<file path="config.mk">
export PLATFORM = sky130hd
export DESIGN_NAME = bffa_queue
export DESIGN_NICKNAME = d
export VERILOG_FILES = /design/src/hdl/assert_macros.svh /design/src/hdl/bffa_pkg.sv /design/src/hdl/bffa_queue.sv
export SDC_FILE = /design/constraint.sdc
export NUM_CORES = 1
export LEC_CHECK = 0
export ABC_CLOCK_PERIOD_IN_PS = 3200
export BUFFER_PORTS_ARGS = -buffer_cell sky130_fd_sc_hd__buf_2
export CORE_MARGIN = 1.5
export CORE_UTILIZATION = 51
export CTS_CLUSTER_DIAMETER = 40
export CTS_CLUSTER_SIZE = 20
export DETAILED_ROUTE_END_ITERATION = 8
export GPL_TIMING_DRIVEN = 0
export PLACE_DENSITY = 0.78
export SYNTH_ARGS = -nofsm -noshare
export SYNTH_HDL_FRONTEND = slang
export SYNTH_SLANG_ARGS = --single-unit
</file>
<file path="constraint.sdc">
create_clock -name clk -period 3.2 [get_ports clk]
set_clock_uncertainty 0.2 [all_clocks]
set_input_delay 0.64 -clock clk [delete_from_list [all_inputs] [get_ports clk]]
set_output_delay 0.64 -clock clk [all_outputs]
set_load 0.02 [all_outputs]
</file>
<file path="src/hdl/assert_macros.svh">
// Assertion macros for the RTL files that check their own logic.
// Empty in synthesis; each use expands to one concurrent assertion.
`ifndef ASSERT_MACROS_SVH
`define ASSERT_MACROS_SVH
`ifndef SYNTHESIS
// cond must hold at every clock edge out of reset
`define ASSERT_ALWAYS(label, clk, rst_n, cond) \
	label: assert property (@(posedge clk) disable iff (!rst_n) (cond)) \
		else $error("assertion failed: always");
// cons must hold in the same cycle as ante
`define ASSERT_IMPLIES(label, clk, rst_n, ante, cons) \
	label: assert property (@(posedge clk) disable iff (!rst_n) (ante) |-> (cons)) \
		else $error("assertion failed: implication");
// cons must hold in the cycle after ante
`define ASSERT_NEXT(label, clk, rst_n, ante, cons) \
	label: assert property (@(posedge clk) disable iff (!rst_n) (ante) |=> (cons)) \
		else $error("assertion failed: next cycle");
`else
`define ASSERT_ALWAYS(label, clk, rst_n, cond)
`define ASSERT_IMPLIES(label, clk, rst_n, ante, cons)
`define ASSERT_NEXT(label, clk, rst_n, ante, cons)
`endif
`endif

</file>
<file path="src/hdl/bffa_pkg.sv">
// Types and constants for the first-fit bitmap allocator.
// No dependencies; used by every other file of the block but assert_macros.svh.
package bffa_pkg;

	localparam int MAX_ENTRIES = 8192;
	localparam int CNT_W       = 14;
	localparam int WORD_W      = 32;
	localparam int BIT_W       = $clog2(WORD_W);
	localparam int WORD_CNT    = MAX_ENTRIES / WORD_W;
	localparam int ADDR_W      = $clog2(WORD_CNT);
	localparam int CHUNK_CNT   = WORD_CNT / WORD_W;
	localparam int CHUNK_IDX_W = $clog2(CHUNK_CNT);

	localparam logic [CNT_W-1:0] LIMIT_MAX = CNT_W'(MAX_ENTRIES);

	typedef enum logic [1:0] {
		STATUS_OK   = 2'd0,
		STATUS_FULL = 2'd1,
		STATUS_BAD  = 2'd2
	} status_t;

	typedef enum logic [1:0] {
		OP_ALLOC,
		OP_FREE,
		OP_REJECT
	} op_kind_t;

	typedef struct packed {
		op_kind_t          kind;
		logic [ADDR_W-1:0] word_idx;
		logic [BIT_W-1:0]  bit_idx;
		logic [CNT_W-1:0]  lim;
	} op_t;

	typedef enum logic [2:0] {
		BK_IDLE,
		BK_SCAN,
		BK_READ,
		BK_MODIFY,
		BK_FINISH
	} bk_state_t;

endpackage

</file>
<file path="src/hdl/bffa_queue.sv">
// Two-entry queue of classified operations between front and back end.
// Depends on bffa_pkg.
module bffa_queue (
	input  logic          clk,
	input  logic          arst_n,
	input  logic          push_valid,
	output logic          push_ready,
	input  bffa_pkg::op_t push_op,
	output logic          pop_valid,
	input  logic          pop_ready,
	output bffa_pkg::op_t pop_op
);
	import bffa_pkg::*;

	localparam int DEPTH = 2;
	localparam int PTR_W = $clog2(DEPTH);
	localparam int CNT_QW = $clog2(DEPTH + 1);

	op_t               slot_q [DEPTH];
	logic [PTR_W-1:0]  wr_q;
	logic [PTR_W-1:0]  rd_q;
	logic [CNT_QW-1:0] count_q;
	logic              do_push;
	logic              do_pop;

	assign push_ready = count_q != CNT_QW'(DEPTH);
	assign pop_valid  = count_q != '0;
	assign pop_op     = slot_q[rd_q];
	assign do_push    = push_valid && push_ready;
	assign do_pop     = pop_valid && pop_ready;

	always_ff @(posedge clk or negedge arst_n) begin
		if (!arst_n) begin
			wr_q    <= '0;
			rd_q    <= '0;
			count_q <= '0;
		end else begin
			if (do_push) begin
				wr_q <= wr_q + PTR_W'(1);
			end
			if (do_pop) begin
				rd_q <= rd_q + PTR_W'(1);
			end
			if (do_push && !do_pop) begin
				count_q <= count_q + CNT_QW'(1);
			end else if (do_pop && !do_push) begin
				count_q <= count_q - CNT_QW'(1);
			end
		end
	end

	always_ff @(posedge clk) begin
		if (do_push) begin
			slot_q[wr_q] <= push_op;
		end
	end

endmodule

</file>
Word level (Yosys, flattened, before mapping)

Memory sizes are Yosys's and may differ from the RTL's.
Cells that the tools add are included.

Memories: 1
Bits in registers: 4
Latch bits: 0
Bits of input ports: 33
Bits in read-only memories: 0
Output and inout port bits: 31
Word-level logic and storage cells: 21
RAM bits: 58

Memory list:

| name   | words | width | rd ports | clocked after memory_dff | wr ports | line             | source |
|---|---|---|---|---|---|---|---|
| slot_q | 2     | 29    | 1        | 0                        | 1        | bffa_queue.sv:19 | `op_t slot_q [DEPTH];` |

Reductions and logical operators: 8
Add/sub/neg operators: 4
Shift-type cells: 0
Muxes and demuxes: 4
Divide/modulo/power cells: 0
Bitwise operators: 0
Order comparisons: 0
$mul: 0
Equality and inequality tests: 1

Operator list:

| operator                                         | number |
|---|---|
| logical AND 1 bit                                | 4 |
| two-way mux 2 bit                                | 2 |
| nonzero test 2 bit                               | 2 |
| adder 1 bit, second input constant               | 2 |
| adder 2 x 1 -> 2 bit, second input constant      | 1 |
| logical NOT 1 bit                                | 2 |
| two-way mux 1 bit                                | 2 |
| inequality test 2 bit, second input constant     | 1 |
| subtractor 2 x 1 -> 2 bit, second input constant | 1 |

Logic depth before layout (Yosys ltp)

Gate-level depths: netlist of run 1.

Word-level depth: 6
Depth in mapped cells: 7
Depth with buffers taken out: 7

Worst setup path before layout of run 1

Ideal clock, no wire load.

Path type: input -> register
Start point: in push_valid
End point: mem slot_q[0][0] (netlist bit) (enable)
Library setup time: 415 ps
Buffers on the path: 0
Slack: 625 ps
Required time: 2,585 ps
Stages on the path: 2
Arrival time: 1,960 ps
Path through: nand2_1 > nor2_1

Word-level cells in the longest chain between the ends: 3

Ends and longest elaborated chain:

| item                                    | line             | source |
|---|---|---|
| from (decl)                             | bffa_queue.sv:6  | `input logic push_valid,` |
| logical AND 1 bit                       | bffa_queue.sv:29 | `assign do_push = push_valid && push_ready;` |
| two-way mux 1 bit                       | bffa_queue.sv:53 | `if (do_push) begin` |
| two-way mux 1 bit (implied by the code) | bffa_queue.sv:54 | `slot_q[wr_q] <= push_op;` |
| to (decl)                               | bffa_queue.sv:19 |  |

No other way between the ends.

==> results of run 1 <==
==> cell usage after synthesis <==
cell type / instances
sky130_fd_sc_hd__nand2_4: 1
sky130_fd_sc_hd__mux2_2: 29
sky130_fd_sc_hd__inv_1: 1
sky130_fd_sc_hd__nand2b_4: 1
sky130_fd_sc_hd__dfrtp_1: 4
sky130_fd_sc_hd__xnor2_1: 3
sky130_fd_sc_hd__edfxtp_1: 58
sky130_fd_sc_hd__or2_4: 1
sky130_fd_sc_hd__and3_1: 1
sky130_fd_sc_hd__nand2_1: 1
sky130_fd_sc_hd__buf_6: 3
sky130_fd_sc_hd__nor2_1: 2
sky130_fd_sc_hd__xor2_1: 2
sky130_fd_sc_hd__ha_1: 1
==> routing by layer <==
metal / global-route usage (%) / wire length [µm] / up-vias
met5: 0 / 0 / -
met4: 7.051 / 40 / 0
met3: 6.061 / 223 / 7
met2: 26.52 / 1912 / 45
met1: 18.62 / 1467 / 559
li1: - / - / 571
==> power by group <==
| group | total (W) | internal [W] | switching (W) |
|---|---|---|---|
| registers | 0.00119 | 0.00112 | 0.0000696 |
| clock network | 0.000534 | 0.000279 | 0.000255 |
| logic | 0.000976 | 0.000425 | 0.000551 |
| total | 0.00270 | 0.00182 | 0.000876 |
==> cell type report <==
type,instances,area (µm²),share of cell area (%)
buffer,3,33.78,1.170
sequential,62,1842,63.81
multi-input combinational,42,437.9,15.17
clock buffer,14,142.6,4.941
timing repair buffer,65,352.8,12.22
clock inverter,2,8.758,0.3034
inverter,1,3.754,0.1300
tap,52,65.06,2.254
==> stage by stage <==
step	cell area, µm²	cells	worst slack [ps]	hold slack, ps
finish	2887	241	917.6	305.7
global route	2887	241	875.6	292.9
detailed placement	2724	224	739.4	253.0
floorplan	2313	108	625.4	144.4
CTS	2885	241	867.5	291.5
global placement	2694	223	6.914	246.5
==> worst register-to-register path: stages, from the launching register on <==
cell and delay [ps]:
sky130_fd_sc_hd__dfrtp_1 430, sky130_fd_sc_hd__nand2b_4 170, sky130_fd_sc_hd__nand2_1 120, sky130_fd_sc_hd__nor2_2 550, sky130_fd_sc_hd__buf_16 240
==> kinds of logic after synthesis <==
| family | count (synthesis) | share of synthesized area, % |
|---|---|---|
| flip-flops | 62 | 79.61 |
| multiplexers | 29 | 14.12 |
| AND/OR/NAND/NOR | 7 | 2.217 |
| XOR/XNOR | 5 | 1.893 |
| buffers and inverters | 4 | 1.622 |
| adder cells (fa/ha/maj) | 1 | 0.5407 |
==> final timing paths <==
kind | startpoint | to | slack [ps] | cells past startpoint
max | rd_q$_DFFE_PN0P_ | pop_op[3] | 920 | 3
min reg2reg | wr_q$_DFFE_PN0P_ | wr_q$_DFFE_PN0P_ | 340 | 1
max in group asynchronous | arst_n | rd_q$_DFFE_PN0P_ | 2220 | 2
min | push_op[9] | slot_q[1][9]$_DFFE_PP_ | 310 | 1
max reg2reg | count_q[0]$_DFFE_PN0P_ | slot_q[0][21]$_DFFE_PP_ | 1200 | 4
min in group asynchronous | arst_n | count_q[0]$_DFFE_PN0P_ | 460 | 2
==> flip-flops by register name, summed over array words and instances, names as in the netlist <==
| name | cells |
|---|---|
| rd_q | 1 |
| count_q | 2 |
| slot_q | 58 |
| wr_q | 1 |
==> results.md, run 1 <==
* Clock latency on the worst-skew pair at 310 ps
* FF+latch count, synth at 62
* Die X-Extent at 70.35 µm
* Post-CTS Resized at 0
* Die footprint at 0.004949 mm²
* Synth area leader: sky130_fd_sc_hd__edfxtp_1
* Postcts setup bufs at 0
* Via count of the first global-routing pass at 1302
* Pin slew with the least headroom to its limit at 693.6 ps
* Setup repair after global routing missed its margin: no
* Most common cell after layout, fill and taps aside: sky130_fd_sc_hd__buf_2
* Critical Path Slowest Stage Cell: sky130_fd_sc_hd__dfrtp_1
* Clock period minus worst slack at 2282 ps
* GRT Total Usage at 16.04%
* Cell Pwr Density at 933.7 mW/mm²
* Total of warnings raised by yosys at 0
* Buf/Inv on CP at 2
* Most frequent cells in the layout: sky130_fd_sc_hd__buf_2 (63), sky130_fd_sc_hd__edfxtp_1 (58), sky130_fd_sc_hd__mux2_2 (29)
* DP Wirelength at 2.485 mm
* Total CTS buffers at 9
* Maximum number of pins on one net before global-route repair at 30
* Aggregate routed wire length at 3.644 mm
* Worst VDD drop at 0.6917 mV
* Final sum of negative setup slack at 0 ps
* Remaining max-slew budget at the tightest pin at 53.76%
* Antenna violations before repair at 0
* Nature of the critical path endpoint: output port
* Share of the cycle needed by the critical path after routing at 71.32%
* Final #Nets at 218
* IO buf count at 63
* Area Overhead vs Synth at 24.77%
* Top post-synthesis cells by area: sky130_fd_sc_hd__edfxtp_1 (75%), sky130_fd_sc_hd__mux2_2 (14%), sky130_fd_sc_hd__dfrtp_1 (4.3%)
* Share of the synthesized area in the top cell type at 75.28%
* Highest achievable clock rate at 438.1 MHz
* Gate count after technology mapping at 108
* Cell at the root of the clock tree: sky130_fd_sc_hd__clkbuf_8
* Average wire per cell in the routed design at 15.12 µm
* Number of unique standard cell types used by synthesis at 14
* Vertical die dimension at 70.35 µm
* Antenna Nets Post-Route at 0
* DR pass1 iterations at 4
* Number of failing setup endpoints in the final timing report at 0
* Register clock-pin slew on the reported worst setup and hold paths at 70 ps
* Chain of cells forming the critical path: buf_6 > mux2_2 > buf_2
* Antenna cells at 0
* Count of filler cells inserted in the layout at 319
* Post-synth design cell area at 0.002313 mm²
* Final core utilization at 66.29%
* Hold-fix buffers, CTS at 1
* Net count after synthesis at 142
* Required arrival time at the worst endpoint at 2360 ps
* Total power draw at 0.002695 W
* Highest cell delay on the worst timing path at 430 ps
* Share of cells above drive strength 1 at 58.73%
* # clock sinks at 62
* Initial core utilization at 53.13%
* Avg Synthesized Cell Area at 21.42 µm²
* Number of hold violations in the final report at 0
* Number of max-cap violations at 0
* Leakage power summed over all cells at 1.116 nW
* Via count at 1182
* Core Area at 0.004354 mm²
* Path class of the lowest-slack min-delay path: in2reg
* DRC at 0
* Share of the yosys chip area belonging to registers at 79.61%
* Boundary Pins at 64
* Routability Congestion at 0.6854
* Number of max-slew violations in the final report at 0
* Number of cell rows at 24
* CTS tree: done
* Cell family contributing the most delay on the critical path: flip-flops
* Global-route wire length before repair at 5.920 mm
* Avg Vias per Cell at 4.905
* Global-route congestion overflow total at 0
* Number of DRC markers after the initial detailed-route iteration at 62
* Type of origin of the critical path: flip-flop
* Result of the run: finished clean
* Clock buffer depth at 2
* Type of the worst setup path: reg2out
* Crit path arrival time at 1440 ps
* Depth of the CTS H-tree at 3
* Biggest fanout along the worst timing path at 10
Note: power is estimated with default switching activity, not from simulation.
==> run 2: changes to the inputs <==
--- a/config.mk
+++ b/config.mk
@@ -5,7 +5,7 @@
 export SDC_FILE = /design/constraint.sdc
 export NUM_CORES = 1
 export LEC_CHECK = 0
-export ABC_CLOCK_PERIOD_IN_PS = 3200
+export ABC_CLOCK_PERIOD_IN_PS = 2300
 export BUFFER_PORTS_ARGS = -buffer_cell sky130_fd_sc_hd__buf_2
 export CORE_MARGIN = 1.5
 export CORE_UTILIZATION = 51
==> constraint.sdc (replaced) <==
create_clock -name clk -period 2.3 [get_ports clk]
set_clock_uncertainty 0.2 [all_clocks]
set_input_delay 0.46 -clock clk [delete_from_list [all_inputs] [get_ports clk]]
set_output_delay 0.46 -clock clk [all_outputs]
set_load 0.02 [all_outputs]
==> run 2 against run 1 <==
Compared with the run above:
- non-clock buffer count unchanged
- sequential power up 38%
- critical path depth unchanged
- register-to-register slack worse by 930 ps
- first-iteration DRC count up 44%
- combinational power up 40%
- via count up 3.6%
- sequential share of layout area down 0.58 points
- final cell count down 0.41%
- hold slack worse by 190 ps
- design area up 0.91%
- critical endpoint is now pop_op[1]
==> results.md, run 2 (synthesized netlist as in run 1, its figures left out) <==
* DR pass1 iterations at 4 (unchanged)
* Boundary Pins at 64 (unchanged)
* Via count of the first global-routing pass at 1287 (-1.2%)
* Nature of the critical path endpoint: output port
* Part of the power in the clock network at 22.3% (+2.5 points)
* Number of max-cap violations at 0 (unchanged)
* Remaining max-slew budget at the tightest pin at 48.05% (-5.7 points)
* DP Wirelength at 2.432 mm (-2.1%)
* Total power draw at 0.003872 W (+44%)
* CTS tree: done
* Vertical die dimension at 70.35 µm (unchanged)
* Count of non-filler cells in the finished layout at 240 (-0.41%)
* Required arrival time at the worst endpoint at 1640 ps (-720 ps)
* Path class of the lowest-slack min-delay path: in2reg
* Number of DRC markers after the initial detailed-route iteration at 89 (+44%)
* Result of the run: finished clean
* Die X-Extent at 70.35 µm (unchanged)
* Largest register FFs at 58 (unchanged)
* Type of the worst setup path: reg2out
* Number of cell rows at 24 (unchanged)
* Via count at 1224 (+3.6%)
* Die footprint at 0.004949 mm² (unchanged)
* Share of the cycle needed by the critical path after routing at 90.37%
* Area Overhead vs Synth at 25.91%
* Initial core utilization at 53.13% (unchanged)
* Cell Pwr Density at 1329 mW/mm² (+42%)
* Type of origin of the critical path: flip-flop
* Number of max-slew violations in the final report at 0 (unchanged)
* Internal Pwr Total at 0.002626 W (+44%)
* Core Area at 0.004354 mm² (unchanged)
* DRC at 0 (unchanged)
* Clock latency on the worst-skew pair at 320 ps (about the same)
* Routability Congestion at 0.7548 (+10%)
* Total CTS buffers at 9 (unchanged)
* Total met2 wirelength after detailed routing at 1.858 mm (-2.8%)
* Most common cell after layout, fill and taps aside: sky130_fd_sc_hd__buf_2
* Clock buffer depth at 2 (unchanged)
* Critical Path Source: rd_q$_DFFE_PN0P_
* Pin slew with the least headroom to its limit at 778.5 ps (+84.86 ps)
* Met1 Routed Length at 1.523 mm (+3.8%)
* Register clock-pin slew on the reported worst setup and hold paths at 60 ps (about the same)
* Sequential Power Share at 42.4% (-1.6 points)
* Metal3 WL at 243 µm (+9.0%)
* Antenna cells at 0 (unchanged)
* Top Layer Used: met4
* Final #Nets at 218 (unchanged)
* Global-route wire length before repair at 5.844 mm (-1.3%)
* Comb power frac at 35.3% (-0.9 points)
* Highest achievable clock rate at 481.1 MHz
* Avg Vias per Cell at 5.100 (+4.0%)
* Worst VDD drop at 0.7619 mV (+10%)
* Setup repair after global routing missed its margin: no
* Maximum number of pins on one net before global-route repair at 30 (unchanged)
* Register with the most flip-flops: slot_q
* Postcts setup bufs at 0 (unchanged)
* Antenna violations before repair at 0 (unchanged)
* GRT Total Usage at 16.28% (+0.23 points)
* Count of filler cells inserted in the layout at 307 (-3.8%)
* # clock sinks at 62 (unchanged)
* Post-Layout Inst Area at 0.002913 mm² (+0.91%)
* R2R Path Start: count_q[0]$_DFFE_PN0P_
* Share of cells above drive strength 1 at 61.17% (+2.4 points)
* Depth of the CTS H-tree at 3 (unchanged)
* Most frequent cells in the layout: sky130_fd_sc_hd__buf_2 (63), sky130_fd_sc_hd__edfxtp_1 (58), sky130_fd_sc_hd__mux2_2 (29)
* Clock period minus worst slack at 2078 ps
* Cell at the root of the clock tree: sky130_fd_sc_hd__clkbuf_8
* Crit path arrival time at 1420 ps (-20 ps)
* Biggest registers after layout: slot_q: 58 flops, count_q: 2 flops
* Startpoint of the lowest-slack hold path: push_op[18]
* Global-route congestion overflow total at 0 (unchanged)
* Biggest fanout along the worst timing path at 10 (unchanged)
* Aggregate routed wire length at 3.706 mm (+1.7%)
* Switching fraction of total power at 32.17% (-0.33 points)
* Number of cells in the design after placement at 224 (unchanged)
* Leakage power summed over all cells at 1.136 nW (+1.8%)
* Number of hold violations in the final report at 0 (unchanged)
* Antenna Nets Post-Route at 0 (unchanged)
* Number of failing setup endpoints in the final timing report at 0 (unchanged)
* Placed Instance Area at 0.002724 mm² (unchanged)
* Net Sw Power at 0.001246 W (+42%)
* IO buf count at 63 (unchanged)
* Average wire per cell in the routed design at 15.44 µm (+2.1%)
==> run 2: cell types whose count changed in the layout (fill, tap and decap cells not counted) <==
cell | previous run | this run
sky130_fd_sc_hd__bufinv_16 | 0 | 1
sky130_fd_sc_hd__clkbuf_1 | 5 | 0
sky130_fd_sc_hd__clkinv_2 | 1 | 4
==> run 2: worst paths after layout <==
kind                                            to  slack [ps]  cells after the start
hold / removal             slot_q[0][18]$_DFFE_PP_         120                      1
max in group asynchronous         wr_q$_DFFE_PN0P_        1500                      2
hold reg to reg                   wr_q$_DFFE_PN0P_         310                      1
min in group asynchronous   count_q[1]$_DFFE_PN0P_         280                      2
setup reg to reg            slot_q[0][9]$_DFFE_PP_         270                      4
setup / recovery                         pop_op[1]         220                      3
==> run 2: per-stage QoR <==
step	worst slack (ps)	utilization (%)	TNS (ps)	hold slack (ps)
2_1_floorplan	246.6	-	0	-35.59
3_3_place_gp	-64.80	61.93	-1860	68.10
3_5_place_dp	-35.43	62.56	-997.3	76.21
4_1_cts	191.4	66.90	0	103.0
5_1_grt	121.6	66.90	0	102.7
6_report	221.6	66.90	0	119.5
==> run 2: cell type report <==
| type | count | area (µm²) | share of cell area [%] |
|---|---|---|---|
| inverter | 1 | 3.754 | 0.1289 |
| buffer | 3 | 33.78 | 1.160 |
| multi-input combinational | 42 | 437.9 | 15.03 |
| tap | 52 | 65.06 | 2.234 |
| sequential | 62 | 1842 | 63.23 |
| clock inverter | 6 | 53.80 | 1.847 |
| clock buffer | 9 | 123.9 | 4.253 |
| timing repair buffer | 65 | 352.8 | 12.11 |
==> run 2: power groups by stage <==
stage / Sequential (W) / Clock (W) / Combinational, W
6_report: 0.00164 / 0.000863 / 0.00137
5_1_grt: 0.00167 / 0.000937 / 0.00146
4_1_cts: 0.00165 / 0.000887 / 0.00140
3_5_place_dp: 0.00167 / 0 / 0.00138
3_3_place_gp: 0.00166 / 0 / 0.00131
2_1_floorplan: 0.00164 / 0 / 0.000975
==> run 2: repair_timing <==
| item | CTS | global route |
|---|---|---|
| hold buffers | 1 | 0 |
| endpoints found under the setup margin | 29 | 0 |
| gates resized for setup | 1 | 0 |
| endpoints found under the hold margin | 4 | 0 |
==> run 2: critical path: stages (launching register included) <==
cell and delay (ps):
sky130_fd_sc_hd__dfrtp_1 410, sky130_fd_sc_hd__buf_6 180, sky130_fd_sc_hd__mux2_2 350, sky130_fd_sc_hd__buf_2 160
==> run 2: routing by layer <==
| layer | vias to the layer above | track usage (%) |
|---|---|---|
| li1 | 572 | - |
| met1 | 592 | 19.06 |
| met2 | 52 | 25.89 |
| met3 | 8 | 5.628 |
| met4 | 0 | 9.615 |
| met5 | - | 0 |
