$ cat src/hdl/assert_macros.svh
// Assertion macros for the RTL files that check their own logic.
// Empty in synthesis; each use expands to one concurrent assertion.
`ifndef ASSERT_MACROS_SVH
`define ASSERT_MACROS_SVH
`ifndef SYNTHESIS
// cond must hold at every clock edge out of reset
`define ASSERT_ALWAYS(label, clk, rst_n, cond) \
	label: assert property (@(posedge clk) disable iff (!rst_n) (cond)) \
		else $error("assertion failed: always");
// cons must hold in the same cycle as ante
`define ASSERT_IMPLIES(label, clk, rst_n, ante, cons) \
	label: assert property (@(posedge clk) disable iff (!rst_n) (ante) |-> (cons)) \
		else $error("assertion failed: implication");
// cons must hold in the cycle after ante
`define ASSERT_NEXT(label, clk, rst_n, ante, cons) \
	label: assert property (@(posedge clk) disable iff (!rst_n) (ante) |=> (cons)) \
		else $error("assertion failed: next cycle");
`else
`define ASSERT_ALWAYS(label, clk, rst_n, cond)
`define ASSERT_IMPLIES(label, clk, rst_n, ante, cons)
`define ASSERT_NEXT(label, clk, rst_n, ante, cons)
`endif
`endif

$ cat src/hdl/bffa_pkg.sv
// Types and constants for the first-fit bitmap allocator.
// No dependencies; used by every other file of the block but assert_macros.svh.
package bffa_pkg;

	localparam int MAX_ENTRIES = 8192;
	localparam int CNT_W       = 14;
	localparam int WORD_W      = 32;
	localparam int BIT_W       = $clog2(WORD_W);
	localparam int WORD_CNT    = MAX_ENTRIES / WORD_W;
	localparam int ADDR_W      = $clog2(WORD_CNT);
	localparam int CHUNK_CNT   = WORD_CNT / WORD_W;
	localparam int CHUNK_IDX_W = $clog2(CHUNK_CNT);

	localparam logic [CNT_W-1:0] LIMIT_MAX = CNT_W'(MAX_ENTRIES);

	typedef enum logic [1:0] {
		STATUS_OK   = 2'd0,
		STATUS_FULL = 2'd1,
		STATUS_BAD  = 2'd2
	} status_t;

	typedef enum logic [1:0] {
		OP_ALLOC,
		OP_FREE,
		OP_REJECT
	} op_kind_t;

	typedef struct packed {
		op_kind_t          kind;
		logic [ADDR_W-1:0] word_idx;
		logic [BIT_W-1:0]  bit_idx;
		logic [CNT_W-1:0]  lim;
	} op_t;

	typedef enum logic [2:0] {
		BK_IDLE,
		BK_SCAN,
		BK_READ,
		BK_MODIFY,
		BK_FINISH
	} bk_state_t;

endpackage

$ cat src/hdl/bffa_if.sv
// Request and response channel interfaces of the bitmap allocator.
// Depends on bffa_pkg for field widths.
interface bffa_req_if;
	logic                       valid;
	logic                       ready;
	logic                       cmd;
	logic [bffa_pkg::CNT_W-1:0] entry_number;

	modport source (output valid, output cmd, output entry_number, input ready);
	modport sink   (input valid, input cmd, input entry_number, output ready);
endinterface


$ cat src/hdl/bffa_front.sv
// Front end: takes requests, checks free numbers against the limit and
// stages a classified operation for the queue. Depends on bffa_pkg, bffa_if.
module bffa_front (
	input  logic                       clk,
	input  logic                       arst_n,
	input  logic [bffa_pkg::CNT_W-1:0] entries_in_use,
	bffa_req_if.sink                   req,
	output logic                       push_valid,
	input  logic                       push_ready,
	output bffa_pkg::op_t              push_op
);
	import bffa_pkg::*;

	logic             valid_s1;
	op_t              op_s1;
	op_t              op_c;
	logic [CNT_W-1:0] lim;
	logic [CNT_W-1:0] num_m1;

	assign lim    = (entries_in_use > LIMIT_MAX) ? LIMIT_MAX : entries_in_use;
	assign num_m1 = req.entry_number - CNT_W'(1);

	always_comb begin
		op_c.lim      = lim;
		op_c.word_idx = num_m1[BIT_W +: ADDR_W];
		op_c.bit_idx  = num_m1[BIT_W-1:0];
		if (!req.cmd) begin
			op_c.kind = OP_ALLOC;
		end else if (req.entry_number == '0 || req.entry_number > lim) begin
			op_c.kind = OP_REJECT;
		end else begin
			op_c.kind = OP_FREE;
		end
	end

	assign req.ready  = !valid_s1 || push_ready;
	assign push_valid = valid_s1;
	assign push_op    = op_s1;

	always_ff @(posedge clk or negedge arst_n) begin
		if (!arst_n) begin
			valid_s1 <= 1'b0;
		end else if (req.valid && req.ready) begin
			valid_s1 <= 1'b1;
		end else if (push_ready) begin
			valid_s1 <= 1'b0;
		end
	end

	always_ff @(posedge clk) begin
		if (req.valid && req.ready) begin
			op_s1 <= op_c;
		end
	end

endmodule

$ cat src/flat_wrapper.sv
// flat-port wrapper written by rule: the top's interface ports become plain ports
module bffa_front_flat import bffa_pkg::*;
  (clk, arst_n, entries_in_use, push_valid, push_ready, push_op, req_valid, req_cmd, req_entry_number, req_ready);
  bffa_req_if req_i ();
  input  logic clk;
  input  logic arst_n;
  input  logic [bffa_pkg::CNT_W-1:0] entries_in_use;
  output logic push_valid;
  input  logic push_ready;
  output bffa_pkg::op_t push_op;
  input wire logic [$bits(req_i.valid)-1:0] req_valid;
  input wire logic [$bits(req_i.cmd)-1:0] req_cmd;
  input wire logic [$bits(req_i.entry_number)-1:0] req_entry_number;
  output wire logic [$bits(req_i.ready)-1:0] req_ready;
  assign req_i.valid = req_valid;
  assign req_i.cmd = req_cmd;
  assign req_i.entry_number = req_entry_number;
  assign req_ready = req_i.ready;
  bffa_front u_core (.clk(clk), .arst_n(arst_n), .entries_in_use(entries_in_use), .req(req_i), .push_valid(push_valid), .push_ready(push_ready), .push_op(push_op));
endmodule
$ cat config.mk
export PLATFORM = sky130hd
export DESIGN_NAME = bffa_front_flat
export DESIGN_NICKNAME = d
export VERILOG_FILES = /design/src/hdl/assert_macros.svh /design/src/hdl/bffa_pkg.sv /design/src/hdl/bffa_if.sv /design/src/hdl/bffa_front.sv /design/src/flat_wrapper.sv
export SDC_FILE = /design/constraint.sdc
export NUM_CORES = 1
export LEC_CHECK = 0
export BUFFER_PORTS_ARGS = -buffer_cell sky130_fd_sc_hd__buf_2
export CAP_MARGIN = 25
export CELL_PAD_IN_SITES_DETAIL_PLACEMENT = 0
export CELL_PAD_IN_SITES_GLOBAL_PLACEMENT = 2
export CORE_UTILIZATION = 29
export DETAILED_ROUTE_END_ITERATION = 12
export GPL_ROUTABILITY_DRIVEN = 0
export PLACE_DENSITY = 0.85
export SYNTH_ARGS = -nofsm -noshare
export SYNTH_HDL_FRONTEND = slang
export SYNTH_SLANG_ARGS = --single-unit
$ cat constraint.sdc
create_clock -name clk -period 2.25 [get_ports clk]
set_clock_uncertainty 0.15 [all_clocks]
set_input_delay 0.45 -clock clk [delete_from_list [all_inputs] [get_ports clk]]
set_output_delay 0.45 -clock clk [all_outputs]
set_load 0.005 [all_outputs]
## After elaboration in Yosys (flattened, before gate mapping)

Index checks and enable logic that the tools add are counted.

| storage, ports and cells | value |
|---|---|
| logic and storage cells | 18 |
| flip-flop bits (word level) | 30 |
| input port bits | 33 |

| operators by class | value |
|---|---|
| reduce and logical (&&, ||, !) cells | 6 |
| $lt $le $gt $ge | 2 |
| $add $sub $neg | 1 |
| mux-type cells | 4 |

Operator list:

| operator | number |
|---|---|
| 14-bit > comparator | 1 |
| 14-bit > comparator, second input constant | 1 |
| 14-bit logical NOT | 1 |
| 14-bit two-way mux | 1 |
| 13-bit by 1-bit subtractor with 13-bit output, second input constant | 1 |
| 1-bit logical OR | 2 |
| 1-bit two-way mux | 2 |
| 2-bit two-way mux | 1 |
| 2-bit nonzero test | 1 |
| 1-bit logical AND | 1 |
| 1-bit logical NOT | 1 |

## Depth between registers and ports, before layout

Gate-level depths: netlist (run 1).

| logic depth | value |
|---|---|
| depth after elaboration | 5 |
| gate-level depth with buffers | 8 |
| gate-level depth less buffers | 8 |

## Worst setup path before layout (run 1)

Ideal clock, no wire load.

| timing path | value |
|---|---|
| kind | input to register |
| start | in entries_in_use[13] in the netlist's numbering |
| end | reg u_core.op_s1 (netlist bit u_core.push_op[28]) (data pin) |
| arrival | 1986 ps |
| slack | -147 ps |
| buffers on the path | 1 |
| library setup time | 261 ps |
| stages | 7 |
| cells stage by stage | inv_1 -> clkbuf_1 -> nand2_1 -> ha_1 -> a21o_1 -> o31a_1 -> o311a_1 |

| between the ends | value |
|---|---|
| cells in the longest elaborated chain, start to end | 5 |

Ends and longest elaborated chain:

| element | line | RTL |
|---|---|---|
| from (decl) | flat_wrapper.sv:7 | `input logic [bffa_pkg::CNT_W-1:0] entries_in_use;` |
| 14-bit > comparator | bffa_front.sv:20 | `assign lim = (entries_in_use > LIMIT_MAX) ? LIMIT_MAX : entries_in_use;` |
| 14-bit two-way mux (*) | bffa_front.sv:20 |  |
| 14-bit > comparator (*) | bffa_front.sv:29 | `end else if (req.entry_number == '0 \|\| req.entry_number > lim) begin` |
| 1-bit logical OR (*) | bffa_front.sv:29 |  |
| 2-bit two-way mux (*) | bffa_front.sv:29 |  |
| to (signal assigned) | bffa_front.sv:52 | `op_s1 <= op_c;` |
| to (decl) | bffa_front.sv:15 | `op_t op_s1;` |

Mark *: on every way between the ends. The rest lies on a longest branch, timed or not.
A chain may end at the register's enable or synchronous reset.

## Final worst setup path (run 1)

| timing path | value |
|---|---|
| start | in entries_in_use[7] in the netlist's numbering |
| end | reg u_core.op_s1 (netlist bit u_core.push_op[27]) (data pin) |

Same word-level chain as after synthesis.

==> impl_metrics.yaml, run 1 <==
die:
  chipWidth_um: 77.2
  die-area_mm2: 0.00596
  core.rowCount: 27
  start_util: 0.299
  num_io_pins: 64
  placeable_core_region_mm2: 0.00547
  chipHeight_um: 77.2
worst_setup_path:
  setup.worst_path.end_class: "flip-flop"
  r2r_start: "u_core.push_valid$_DFFE_PN0P_"
  r2r.worst_path.cells: 3
  cp_data_required_time_ns: 2.24
  setup.worst_path.class: "input port to flip-flop"
  timing.critical_path.from_type: "input port"
  rr_endpoint: "u_core.push_op[17]$_DFFE_PP_"
  worst_ep_arrival_time_ns: 2.17
  regToRegSetupSlack_ns: 0.80
  largest_fanout_on_the_critical_path: 2
clock_tree:
  clk-insertion-delay-late_ns: 0.27
  max_h_tree_level: 2
  tritoncts: "yes"
  cts_root_buf: "sky130_fd_sc_hd__clkbuf_8"
  numClockSinks: 30
  clockBufferDepth: 2
  clk_pin_slew_ns: 0.07
  cts_buffers: 5
hold_path:
  worst_hold_startpoint: "req_valid"
  count_of_cells_along_the_worst_hold_path: 2
  hold_path.class: "input port to flip-flop"
  capture_endpoint_of_the_worst_hold_path: "u_core.push_valid$_DFFE_PN0P_"
route:
  firstDrtPassIters: 4
  routed_via_density: 4.38
  first_iter_violations: 27
  avgRoutedWirePerCell_um: 12.6
  drc_errors: 0
  wl_um: 3860
  dr_total_vias: 1340
  detail-route-antenna-nets: 0
cells_and_area:
  nets: 281
  final_core_util: 0.433
  final_layout_size_suffix_gt1_frac: 0.453
  antennaDiodeCount: 0
  synthToLayoutAreaGrowth_pct: 44.7
placement:
  port_buffers: 63
  dp_hpwl_um: 3210
  preCtsSetupSlack_ns: -0.323
synth:
  ys_warn_count: 0
  post_synth_inst_count: 142
  syn-mean-instance-area_um2: 11.5
  synth_compound_gate_area_share: 0.0603
  netlist-cell-type-count: 36
  synthXorXnorAreaFrac: 0.0534
  yosys.area_share.adder: 0.115
  synth-seq-area-share: 0.547
  yosys_register_bits: 30
  synthSimpleGateAreaFrac: 0.182
  main_combinational_cell_family_by_area_after_synthesis: "simple AND/OR/NAND/NOR gates"
  synth.area.mux_share: 0
  syn-num-nets: 190
  synth_area_mm2: 0.00164
pwr:
  total_power_mw: 1.34
  clockPowerShare: 0.328
  power_leakage_nw: 1.11
  seq_power_share: 0.492
  cellPowerDensity_mw_per_mm2: 567
  power.switching_mw: 0.327
  p_int_mw: 1.02
  share_comb_of_total_power: 0.180
  vdd.ir_drop.worst_v: 0.000227
  switching_share: 0.243
outcome:
  status: "completed"
flow_run:
  max_cap_violations: 0
sta:
  fin_worst_hold_slack_ns: 0.224
  final_report_setup_violation_count: 0
  setup_slack_ns: 0.0709
  setup_repair_after_global_routing_missed_its_margin: "no"
  drv_slew: 0
  tightestPinTransition_ns: 0.353
  period_needed_ns: 2.18
  timing.slew.headroom: 0.763
  final.period_utilization: 0.968
  fmax_mhz: 459
  endpoints_failing_hold: 0
global_routing:
  pin_count_of_the_biggest_net_entering_global_routing: 30
  grt_util_all_layers: 0.137
  grt_overflow: 0
  first_global_vias: 1369
  antenna_found_initial: 0
  grt_pass1_wl_um: 6310
-- kinds of logic (layout without fill, tap and decap cells) --
kind of cell	count (synthesis)	after routing
XOR/XNOR	10	10
flip-flops	30	30
buffers and inverters	19	111
adder cells (fa/ha/maj)	15	15
AND/OR/NAND/NOR	53	53
AO/OA/AOI/OAI	15	15
-- registers in the layout (all words and copies together), names as in the netlist --
| name | count |
|---|---|
| u_core.push_op | 29 |
| u_core.push_valid | 1 |
-- worst max-delay path, cell delays in order --
cell	delay, ns
sky130_fd_sc_hd__buf_2	0.12
sky130_fd_sc_hd__nor4_4	0.26
sky130_fd_sc_hd__a41o_1	0.20
sky130_fd_sc_hd__nand2_2	0.08
sky130_fd_sc_hd__ha_4	0.24
sky130_fd_sc_hd__a21oi_2	0.12
sky130_fd_sc_hd__nor3_1	0.07
sky130_fd_sc_hd__or4b_1	0.48
sky130_fd_sc_hd__o21ai_1	0.13
-- worst max path at each step --
stage | cells after the start | end | slack, ns | from
floorplan | 8 | u_core.push_op[28]$_SDFFCE_PN0P_ | -0.04 | entries_in_use[7]
global placement | 9 | u_core.push_op[28]$_SDFFCE_PN0P_ | -0.24 | entries_in_use[3]
detailed placement | 9 | u_core.push_op[28]$_SDFFCE_PN0P_ | -0.32 | entries_in_use[3]
CTS | 9 | u_core.push_op[27]$_SDFFCE_PN0P_ | 0.004 | entries_in_use[3]
global route | 9 | u_core.push_op[27]$_SDFFCE_PN0P_ | 0.004 | entries_in_use[7]
finish | 9 | u_core.push_op[27]$_SDFFCE_PN0P_ | 0.07 | entries_in_use[7]
-- synthesized netlist by cell type --
| master | count | area share |
|---|---|---|
| sky130_fd_sc_hd__or4_1 | 1 | 0.0046 |
| sky130_fd_sc_hd__or2_2 | 1 | 0.0038 |
| sky130_fd_sc_hd__nand3_1 | 1 | 0.0031 |
| sky130_fd_sc_hd__nor4_1 | 2 | 0.0076 |
| sky130_fd_sc_hd__inv_1 | 16 | 0.037 |
| sky130_fd_sc_hd__nand2_2 | 2 | 0.0076 |
| sky130_fd_sc_hd__clkbuf_1 | 2 | 0.0046 |
| sky130_fd_sc_hd__inv_2 | 1 | 0.0023 |
| sky130_fd_sc_hd__nor2_1 | 7 | 0.016 |
| sky130_fd_sc_hd__dfrtp_1 | 1 | 0.015 |
| sky130_fd_sc_hd__nand4_1 | 4 | 0.015 |
| sky130_fd_sc_hd__o21bai_1 | 1 | 0.0046 |
| sky130_fd_sc_hd__nand2b_1 | 3 | 0.011 |
| sky130_fd_sc_hd__nor3b_2 | 1 | 0.0076 |
| sky130_fd_sc_hd__and2_1 | 1 | 0.0038 |
| sky130_fd_sc_hd__nor4_2 | 1 | 0.0076 |
| sky130_fd_sc_hd__o31a_1 | 1 | 0.0053 |
| sky130_fd_sc_hd__a41o_1 | 1 | 0.0061 |
| sky130_fd_sc_hd__edfxtp_1 | 29 | 0.53 |
| sky130_fd_sc_hd__nor2b_1 | 1 | 0.0038 |
| sky130_fd_sc_hd__or4_4 | 1 | 0.0069 |
| sky130_fd_sc_hd__nand2_1 | 19 | 0.044 |
| sky130_fd_sc_hd__a211oi_1 | 1 | 0.0046 |
| sky130_fd_sc_hd__nor4_4 | 1 | 0.013 |
| sky130_fd_sc_hd__o21ai_1 | 2 | 0.0061 |
| sky130_fd_sc_hd__o31ai_1 | 1 | 0.0046 |
| sky130_fd_sc_hd__nor3b_1 | 1 | 0.0046 |
| sky130_fd_sc_hd__o21ai_0 | 2 | 0.0061 |
| sky130_fd_sc_hd__o311a_1 | 1 | 0.0061 |
| sky130_fd_sc_hd__ha_1 | 15 | 0.11 |
| sky130_fd_sc_hd__a21oi_1 | 4 | 0.012 |
| sky130_fd_sc_hd__xor2_1 | 6 | 0.032 |
| sky130_fd_sc_hd__nor3_1 | 5 | 0.015 |
| sky130_fd_sc_hd__xnor2_1 | 4 | 0.021 |
| sky130_fd_sc_hd__or4b_1 | 1 | 0.0061 |
| sky130_fd_sc_hd__a21o_1 | 1 | 0.0046 |
-- power groups by stage --
stage,registers [mW],logic [mW],clock network [mW]
2_1_floorplan,0.680,0.0946,0
3_3_place_gp,0.673,0.234,0
3_5_place_dp,0.673,0.236,0
4_1_cts,0.661,0.240,0.457
5_1_grt,0.664,0.271,0.476
6_report,0.661,0.242,0.441
-- metal layers --
| metal | share of wire | vias to the layer above | track usage |
|---|---|---|---|
| met5 | 0 | - | 0 |
| li1 | - | 688 | - |
| met2 | 0.50 | 39 | 0.231 |
| met3 | 0.046 | 6 | 0.0238 |
| met4 | 0.016 | 0 | 0.0623 |
| met1 | 0.44 | 607 | 0.171 |
-- metrics by stage --
stage,cells,instance area [um^2],TNS (ns)
floorplan,142,1670,-0.0611
global placement,297,2240,-0.477
detailed placement,297,2240,-0.644
CTS,306,2350,0
global route,306,2370,0
finish,306,2370,0
-- placed cells by master, fill, tap and decap left out, types with 2 or more instances in the layout --
cell type,Yosys,layout
sky130_fd_sc_hd__clkbuf_8,0,6
sky130_fd_sc_hd__nor2_1,7,7
sky130_fd_sc_hd__nor4_4,1,3
sky130_fd_sc_hd__a21oi_1,4,3
sky130_fd_sc_hd__nand4_1,4,4
sky130_fd_sc_hd__nor3_1,5,5
sky130_fd_sc_hd__buf_2,0,63
sky130_fd_sc_hd__o21ai_0,2,2
sky130_fd_sc_hd__o21ai_1,2,2
sky130_fd_sc_hd__edfxtp_1,29,29
sky130_fd_sc_hd__nand2_1,19,18
sky130_fd_sc_hd__ha_1,15,14
sky130_fd_sc_hd__nand2_2,2,3
sky130_fd_sc_hd__xor2_1,6,6
sky130_fd_sc_hd__buf_4,0,21
sky130_fd_sc_hd__xnor2_1,4,4
sky130_fd_sc_hd__inv_1,16,16
sky130_fd_sc_hd__nand2b_1,3,3
-- area by class of cell --
| type | count | area, um^2 |
|---|---|---|
| clock buffers | 7 | 86.3 |
| fillers | 563 | 3100 |
| flip-flops and latches | 30 | 896 |
| clock inverters | 1 | 5.00 |
| inverters | 17 | 63.8 |
| well taps | 72 | 90.1 |
| multi-input cells | 93 | 728 |
| repair buffers | 86 | 503 |
-- repair_timing --
item                                    CTS  global route
buffers inserted                          0             0
hold endpoints to repair                  1             0
gates resized for setup                   1             3
hold buffers                              1             0
endpoints found under the setup margin    2             2
Note: power is estimated with default switching activity, not from simulation.
==> run 2: changes to the inputs <==
==> constraint.sdc (replaced) <==
create_clock -name clk -period 2.41 [get_ports clk]
set_clock_uncertainty 0.15 [all_clocks]
set_input_delay 0.482 -clock clk [delete_from_list [all_inputs] [get_ports clk]]
set_output_delay 0.482 -clock clk [all_outputs]
set_load 0.005 [all_outputs]
==> impl_metrics.yaml, run 2 (same netlist as run 1, synthesis figures left out) <==
route:
  drc_errors: 0
  firstDrtPassIters: 4
  detail-route-antenna-nets: 0
  first_iter_violations: 43
  wl_um: 3750
  avgRoutedWirePerCell_um: 12.4
  dr_total_vias: 1327
  routed_via_density: 4.41
die:
  chipHeight_um: 77.2
  core.rowCount: 27
  die-area_mm2: 0.00596
  num_io_pins: 64
  chipWidth_um: 77.2
  start_util: 0.299
  placeable_core_region_mm2: 0.00547
cells_and_area:
  largest_reg_flops: 29
  nets: 276
  mostFrequentLayoutCell: "sky130_fd_sc_hd__buf_2"
  fillCellCount: 581
  final_layout_size_suffix_gt1_frac: 0.428
  final_core_util: 0.421
  finalNonFillerCells: 301
  synthToLayoutAreaGrowth_pct: 40.7
  final_cell_mix: "sky130_fd_sc_hd__buf_2, sky130_fd_sc_hd__edfxtp_1, sky130_fd_sc_hd__nand2_1"
  antennaDiodeCount: 0
  stdcell_area_mm2: 0.00231
clock_tree:
  cts_root_buf: "sky130_fd_sc_hd__clkbuf_8"
  clk-insertion-delay-late_ns: 0.27
  cts_buffers: 5
  clockBufferDepth: 2
  tritoncts: "yes"
  setup_bufs_post_cts: 0
  numClockSinks: 30
  max_h_tree_level: 2
  clk_pin_slew_ns: 0.06
worst_setup_path:
  critPathLaunch: "entries_in_use[10]"
  critPathMaxStageDelay_ns: 0.32
  worst_ep_arrival_time_ns: 2.22
  cp_data_required_time_ns: 2.29
  timing.critical_path.from_type: "input port"
  r2r_start: "u_core.push_valid$_DFFE_PN0P_"
  regToRegSetupSlack_ns: 0.97
  largest_fanout_on_the_critical_path: 2
  setup.worst_path.end_class: "flip-flop"
  crit_path_top_delay_cell: "sky130_fd_sc_hd__o311a_1"
  cp_cell_sequence: "buf_2 > nor4_4 > a41o_1 > nand2_1 > ha_4 > a21oi_2 > nor3_1 > or2_2 > o311a_1"
  setup.worst_path.class: "input port to flip-flop"
global_routing:
  grt_util_all_layers: 0.138
  pin_count_of_the_biggest_net_entering_global_routing: 30
  grt_overflow: 0
  first_global_vias: 1279
  grt_pass1_wl_um: 6220
  antenna_found_initial: 0
sta:
  final_report_setup_violation_count: 0
  final.period_utilization: 0.969
  tightestPinTransition_ns: 0.363
  endpoints_failing_hold: 0
  timing.slew.headroom: 0.756
  setup_repair_after_global_routing_missed_its_margin: "no"
  fmax_mhz: 428
  fin_worst_hold_slack_ns: 0.256
  period_needed_ns: 2.34
  drv_slew: 0
pwr:
  power_leakage_nw: 1.08
  seq_power_share: 0.510
  switching_share: 0.249
  share_comb_of_total_power: 0.175
  p_int_mw: 0.911
  power.switching_mw: 0.301
  total_power_mw: 1.21
  vdd.ir_drop.worst_v: 0.000185
  cellPowerDensity_mw_per_mm2: 526
  clockPowerShare: 0.315
placement:
  port_buffers: 63
  dp_hpwl_um: 2970
  dpl-instance-area_mm2: 0.00219
  dp_cells: 292
hold_path:
  hold_path.class: "input port to flip-flop"
  worst_hold_startpoint: "req_valid"
flow_run:
  max_cap_violations: 0
outcome:
  status: "completed"
run 2: metrics by stage:
step                      TNS (ns)  setup slack [ns]
after detailed placement    -0.554            -0.313
after CTS                        0            0.0154
after floorplan                  0            0.0152
after global routing             0            0.0363
after global placement      -0.356            -0.226
final                            0            0.0739
run 2: power by group through the flow:
stage | Combinational (mW) | Sequential [mW] | Clock (mW)
final | 0.212 | 0.618 | 0.382
after global routing | 0.241 | 0.621 | 0.420
after detailed placement | 0.208 | 0.629 | 0
after floorplan | 0.0845 | 0.635 | 0
after CTS | 0.212 | 0.619 | 0.394
after global placement | 0.207 | 0.629 | 0
run 2: worst max-delay path: cells and delay by family:
family	cells	cell delay, ns
AO/OA/AOI/OAI	3	0.64
buffers and inverters	1	0.12
adder cells (fa/ha/maj)	1	0.23
AND/OR/NAND/NOR	4	0.74
run 2: worst paths after layout:
kind | endpoint | cells past startpoint
min in group asynchronous | u_core.push_valid$_DFFE_PN0P_ | 2
max in group asynchronous | u_core.push_valid$_DFFE_PN0P_ | 2
min reg2reg | u_core.push_valid$_DFFE_PN0P_ | 2
min | u_core.push_valid$_DFFE_PN0P_ | 2
max reg2reg | u_core.push_op[0]$_DFFE_PP_ | 3
max | u_core.push_op[28]$_SDFFCE_PN0P_ | 9
run 2: layout make-up:
cell class / count / area (um^2) / area share
flip-flops and latches: 30 / 896 / 0.388
multi-input cells: 93 / 709 / 0.308
repair buffers: 81 / 465 / 0.202
well taps: 72 / 90.1 / 0.0391
clock buffers: 6 / 72.6 / 0.0315
inverters: 17 / 63.8 / 0.0277
clock inverters: 2 / 8.76 / 0.00380
run 2: layer usage:
layer | vias to the layer above | routed length [um] | track usage
li1 | 677 | - | -
met1 | 602 | 1710 | 0.175
met2 | 43 | 1750 | 0.217
met3 | 5 | 219 | 0.0405
met4 | 0 | 72 | 0.0623
met5 | - | 0 | 0
run 2: timing repair:
item / 4_1_cts / 5_1_grt
hold buffers: 1 / 0
resized for setup: 1 / 2
setup endpoints to repair: 1 / 2
hold endpoints to repair: 1 / 0
pin swaps: 0 / 2
==> run 3: changes to the inputs <==
--- a/config.mk
+++ b/config.mk
@@ -9,10 +9,11 @@
 export CAP_MARGIN = 25
 export CELL_PAD_IN_SITES_DETAIL_PLACEMENT = 0
 export CELL_PAD_IN_SITES_GLOBAL_PLACEMENT = 2
-export CORE_UTILIZATION = 29
+export CORE_UTILIZATION = 27
 export DETAILED_ROUTE_END_ITERATION = 12
 export GPL_ROUTABILITY_DRIVEN = 0
-export PLACE_DENSITY = 0.85
+export PLACE_DENSITY = 0.83
+export SLEW_MARGIN = 10
 export SYNTH_ARGS = -nofsm -noshare
 export SYNTH_HDL_FRONTEND = slang
 export SYNTH_SLANG_ARGS = --single-unit
==> constraint.sdc (replaced) <==
create_clock -name clk -period 1.89 [get_ports clk]
set_clock_uncertainty 0.15 [all_clocks]
set_input_delay 0.378 -clock clk [delete_from_list [all_inputs] [get_ports clk]]
set_output_delay 0.378 -clock clk [all_outputs]
set_load 0.005 [all_outputs]
==> impl_metrics.yaml, run 3 (same netlist as run 1, synthesis figures left out) <==
outcome:
  status: "complete, but fails checks"
  failing_checks: "setup timing"
route:
  routed_via_density: 4.38
  avgRoutedWirePerCell_um: 12.8
  wl_um: 4220
  drc_errors: 0
  first_iter_violations: 54
  dr_total_vias: 1445
  detail-route-antenna-nets: 0
  firstDrtPassIters: 4
worst_setup_path:
  cp_data_required_time_ns: 1.88
  critPathBufInv: 1
  critPathMaxStageDelay_ns: 0.49
  worst_ep_arrival_time_ns: 2.06
  largest_fanout_on_the_critical_path: 2
  r2r.worst_path.cells: 3
  setup.worst_path.class: "input port to flip-flop"
  critPathLaunch: "entries_in_use[10]"
  timing.critical_path.from_type: "input port"
  crit_path_end: "u_core.push_op[27]$_SDFFCE_PN0P_"
  rr_endpoint: "u_core.push_op[4]$_DFFE_PP_"
  crit_path_top_delay_cell: "sky130_fd_sc_hd__or4b_1"
  r2r_start: "u_core.push_valid$_DFFE_PN0P_"
  setup.worst_path.end_class: "flip-flop"
  crit_family: "simple AND/OR/NAND/NOR gates"
  regToRegSetupSlack_ns: 0.56
  critical_path_cell_count: 9
  cp_cell_sequence: "buf_8 > nor4_4 > a41o_1 > nand2_2 > ha_4 > a21oi_2 > nor3_2 > or4b_1 > o21ai_2"
pwr:
  vdd.ir_drop.worst_v: 0.000331
  cellPowerDensity_mw_per_mm2: 626
  power_leakage_nw: 1.24
cells_and_area:
  final_core_util: 0.456
  antennaDiodeCount: 0
  nets: 302
  finalNonFillerCells: 330
  synthToLayoutAreaGrowth_pct: 63.9
  largest_reg_flops: 29
  mostFrequentLayoutCell: "sky130_fd_sc_hd__buf_2"
  stdcell_area_mm2: 0.00269
  final_cell_mix: "sky130_fd_sc_hd__buf_2, sky130_fd_sc_hd__buf_4, sky130_fd_sc_hd__edfxtp_1"
  final_layout_size_suffix_gt1_frac: 0.549
clock_tree:
  clockBufferDepth: 2
  clk_pin_slew_ns: 0.07
  tritoncts: "yes"
  setup_bufs_post_cts: 0
  cts_root_buf: "sky130_fd_sc_hd__clkbuf_8"
  clk-insertion-delay-late_ns: 0.28
  cts_buffers: 5
  max_h_tree_level: 2
  numClockSinks: 30
placement:
  port_buffers: 63
  dp_hpwl_um: 3300
  preCtsSetupSlack_ns: -0.596
  dpl-instance-area_mm2: 0.00244
  dp_cells: 321
sta:
  final_report_setup_violation_count: 2
  period_needed_ns: 2.07
  setup_slack_ns: -0.177
  tightestPinTransition_ns: 0.343
  drv_slew: 0
  fin_worst_hold_slack_ns: 0.149
  setup_repair_after_global_routing_missed_its_margin: "yes"
  endpoints_failing_hold: 0
  fmax_mhz: 484
  timing.slew.headroom: 0.770
  final.period_utilization: 1.09
global_routing:
  antenna_found_initial: 0
  first_global_vias: 1427
  pin_count_of_the_biggest_net_entering_global_routing: 30
  grt_util_all_layers: 0.143
  grt_overflow: 0
  grt_pass1_wl_um: 6620
die:
  die-area_mm2: 0.00639
  core.rowCount: 28
  chipHeight_um: 79.9
  num_io_pins: 64
  chipWidth_um: 79.9
  start_util: 0.278
  placeable_core_region_mm2: 0.00589
flow_run:
  max_cap_violations: 0
hold_path:
  worst_hold_startpoint: "req_valid"
  hold_path.class: "input port to flip-flop"
[run 3: stage by stage]
step / power, mW / TNS [ns]
floorplan: 0.926 / -0.637
global placement: 1.12 / -1.66
detailed placement: 1.12 / -1.78
CTS: 1.70 / -0.333
global route: 1.78 / -0.399
finish: 1.68 / -0.340
[run 3: how the worst min path moves through the flow]
| stage | cells after the start | to | slack, ns |
|---|---|---|---|
| 2_1_floorplan | 0 | u_core.push_valid$_DFFE_PN0P_ | -0.07 |
| 3_3_place_gp | 1 | u_core.push_valid$_DFFE_PN0P_ | 0.004 |
| 3_5_place_dp | 1 | u_core.push_valid$_DFFE_PN0P_ | 0.005 |
| 4_1_cts | 2 | u_core.push_valid$_DFFE_PN0P_ | 0.15 |
| 5_1_grt | 2 | u_core.push_valid$_DFFE_PN0P_ | 0.16 |
| 6_report | 2 | u_core.push_valid$_DFFE_PN0P_ | 0.15 |
[run 3: layout make-up]
class                   instances  area (um^2)
clock buffers                   7         86.3
clock inverters                 1         5.00
fillers                       580         3200
inverters                      17         73.8
multi-input cells              93          810
flip-flops and latches         30          896
well taps                      75         93.8
repair buffers                107          722
[run 3: report_power, final]
group | switching (mW) | internal [mW]
Clock | 0.242 | 0.293
Sequential | 0.00858 | 0.779
Combinational | 0.168 | 0.190
[run 3: metal layers]
layer	wire length (um)	up-vias	track usage	part of all wire
li1	-	734	-	-
met1	1730	671	0.157	0.41
met2	2190	35	0.256	0.52
met3	234	5	0.0400	0.055
met4	66	0	0.0589	0.016
met5	0	-	0	0
[run 3: repair_timing]
| action | in CTS | in global routing |
|---|---|---|
| endpoints found under the hold margin | 1 | 0 |
| pin swaps | 7 | 4 |
| resized for setup | 21 | 3 |
| cloned | 1 | 0 |
| hold buffers | 1 | 0 |
| endpoints found under the setup margin | 2 | 2 |
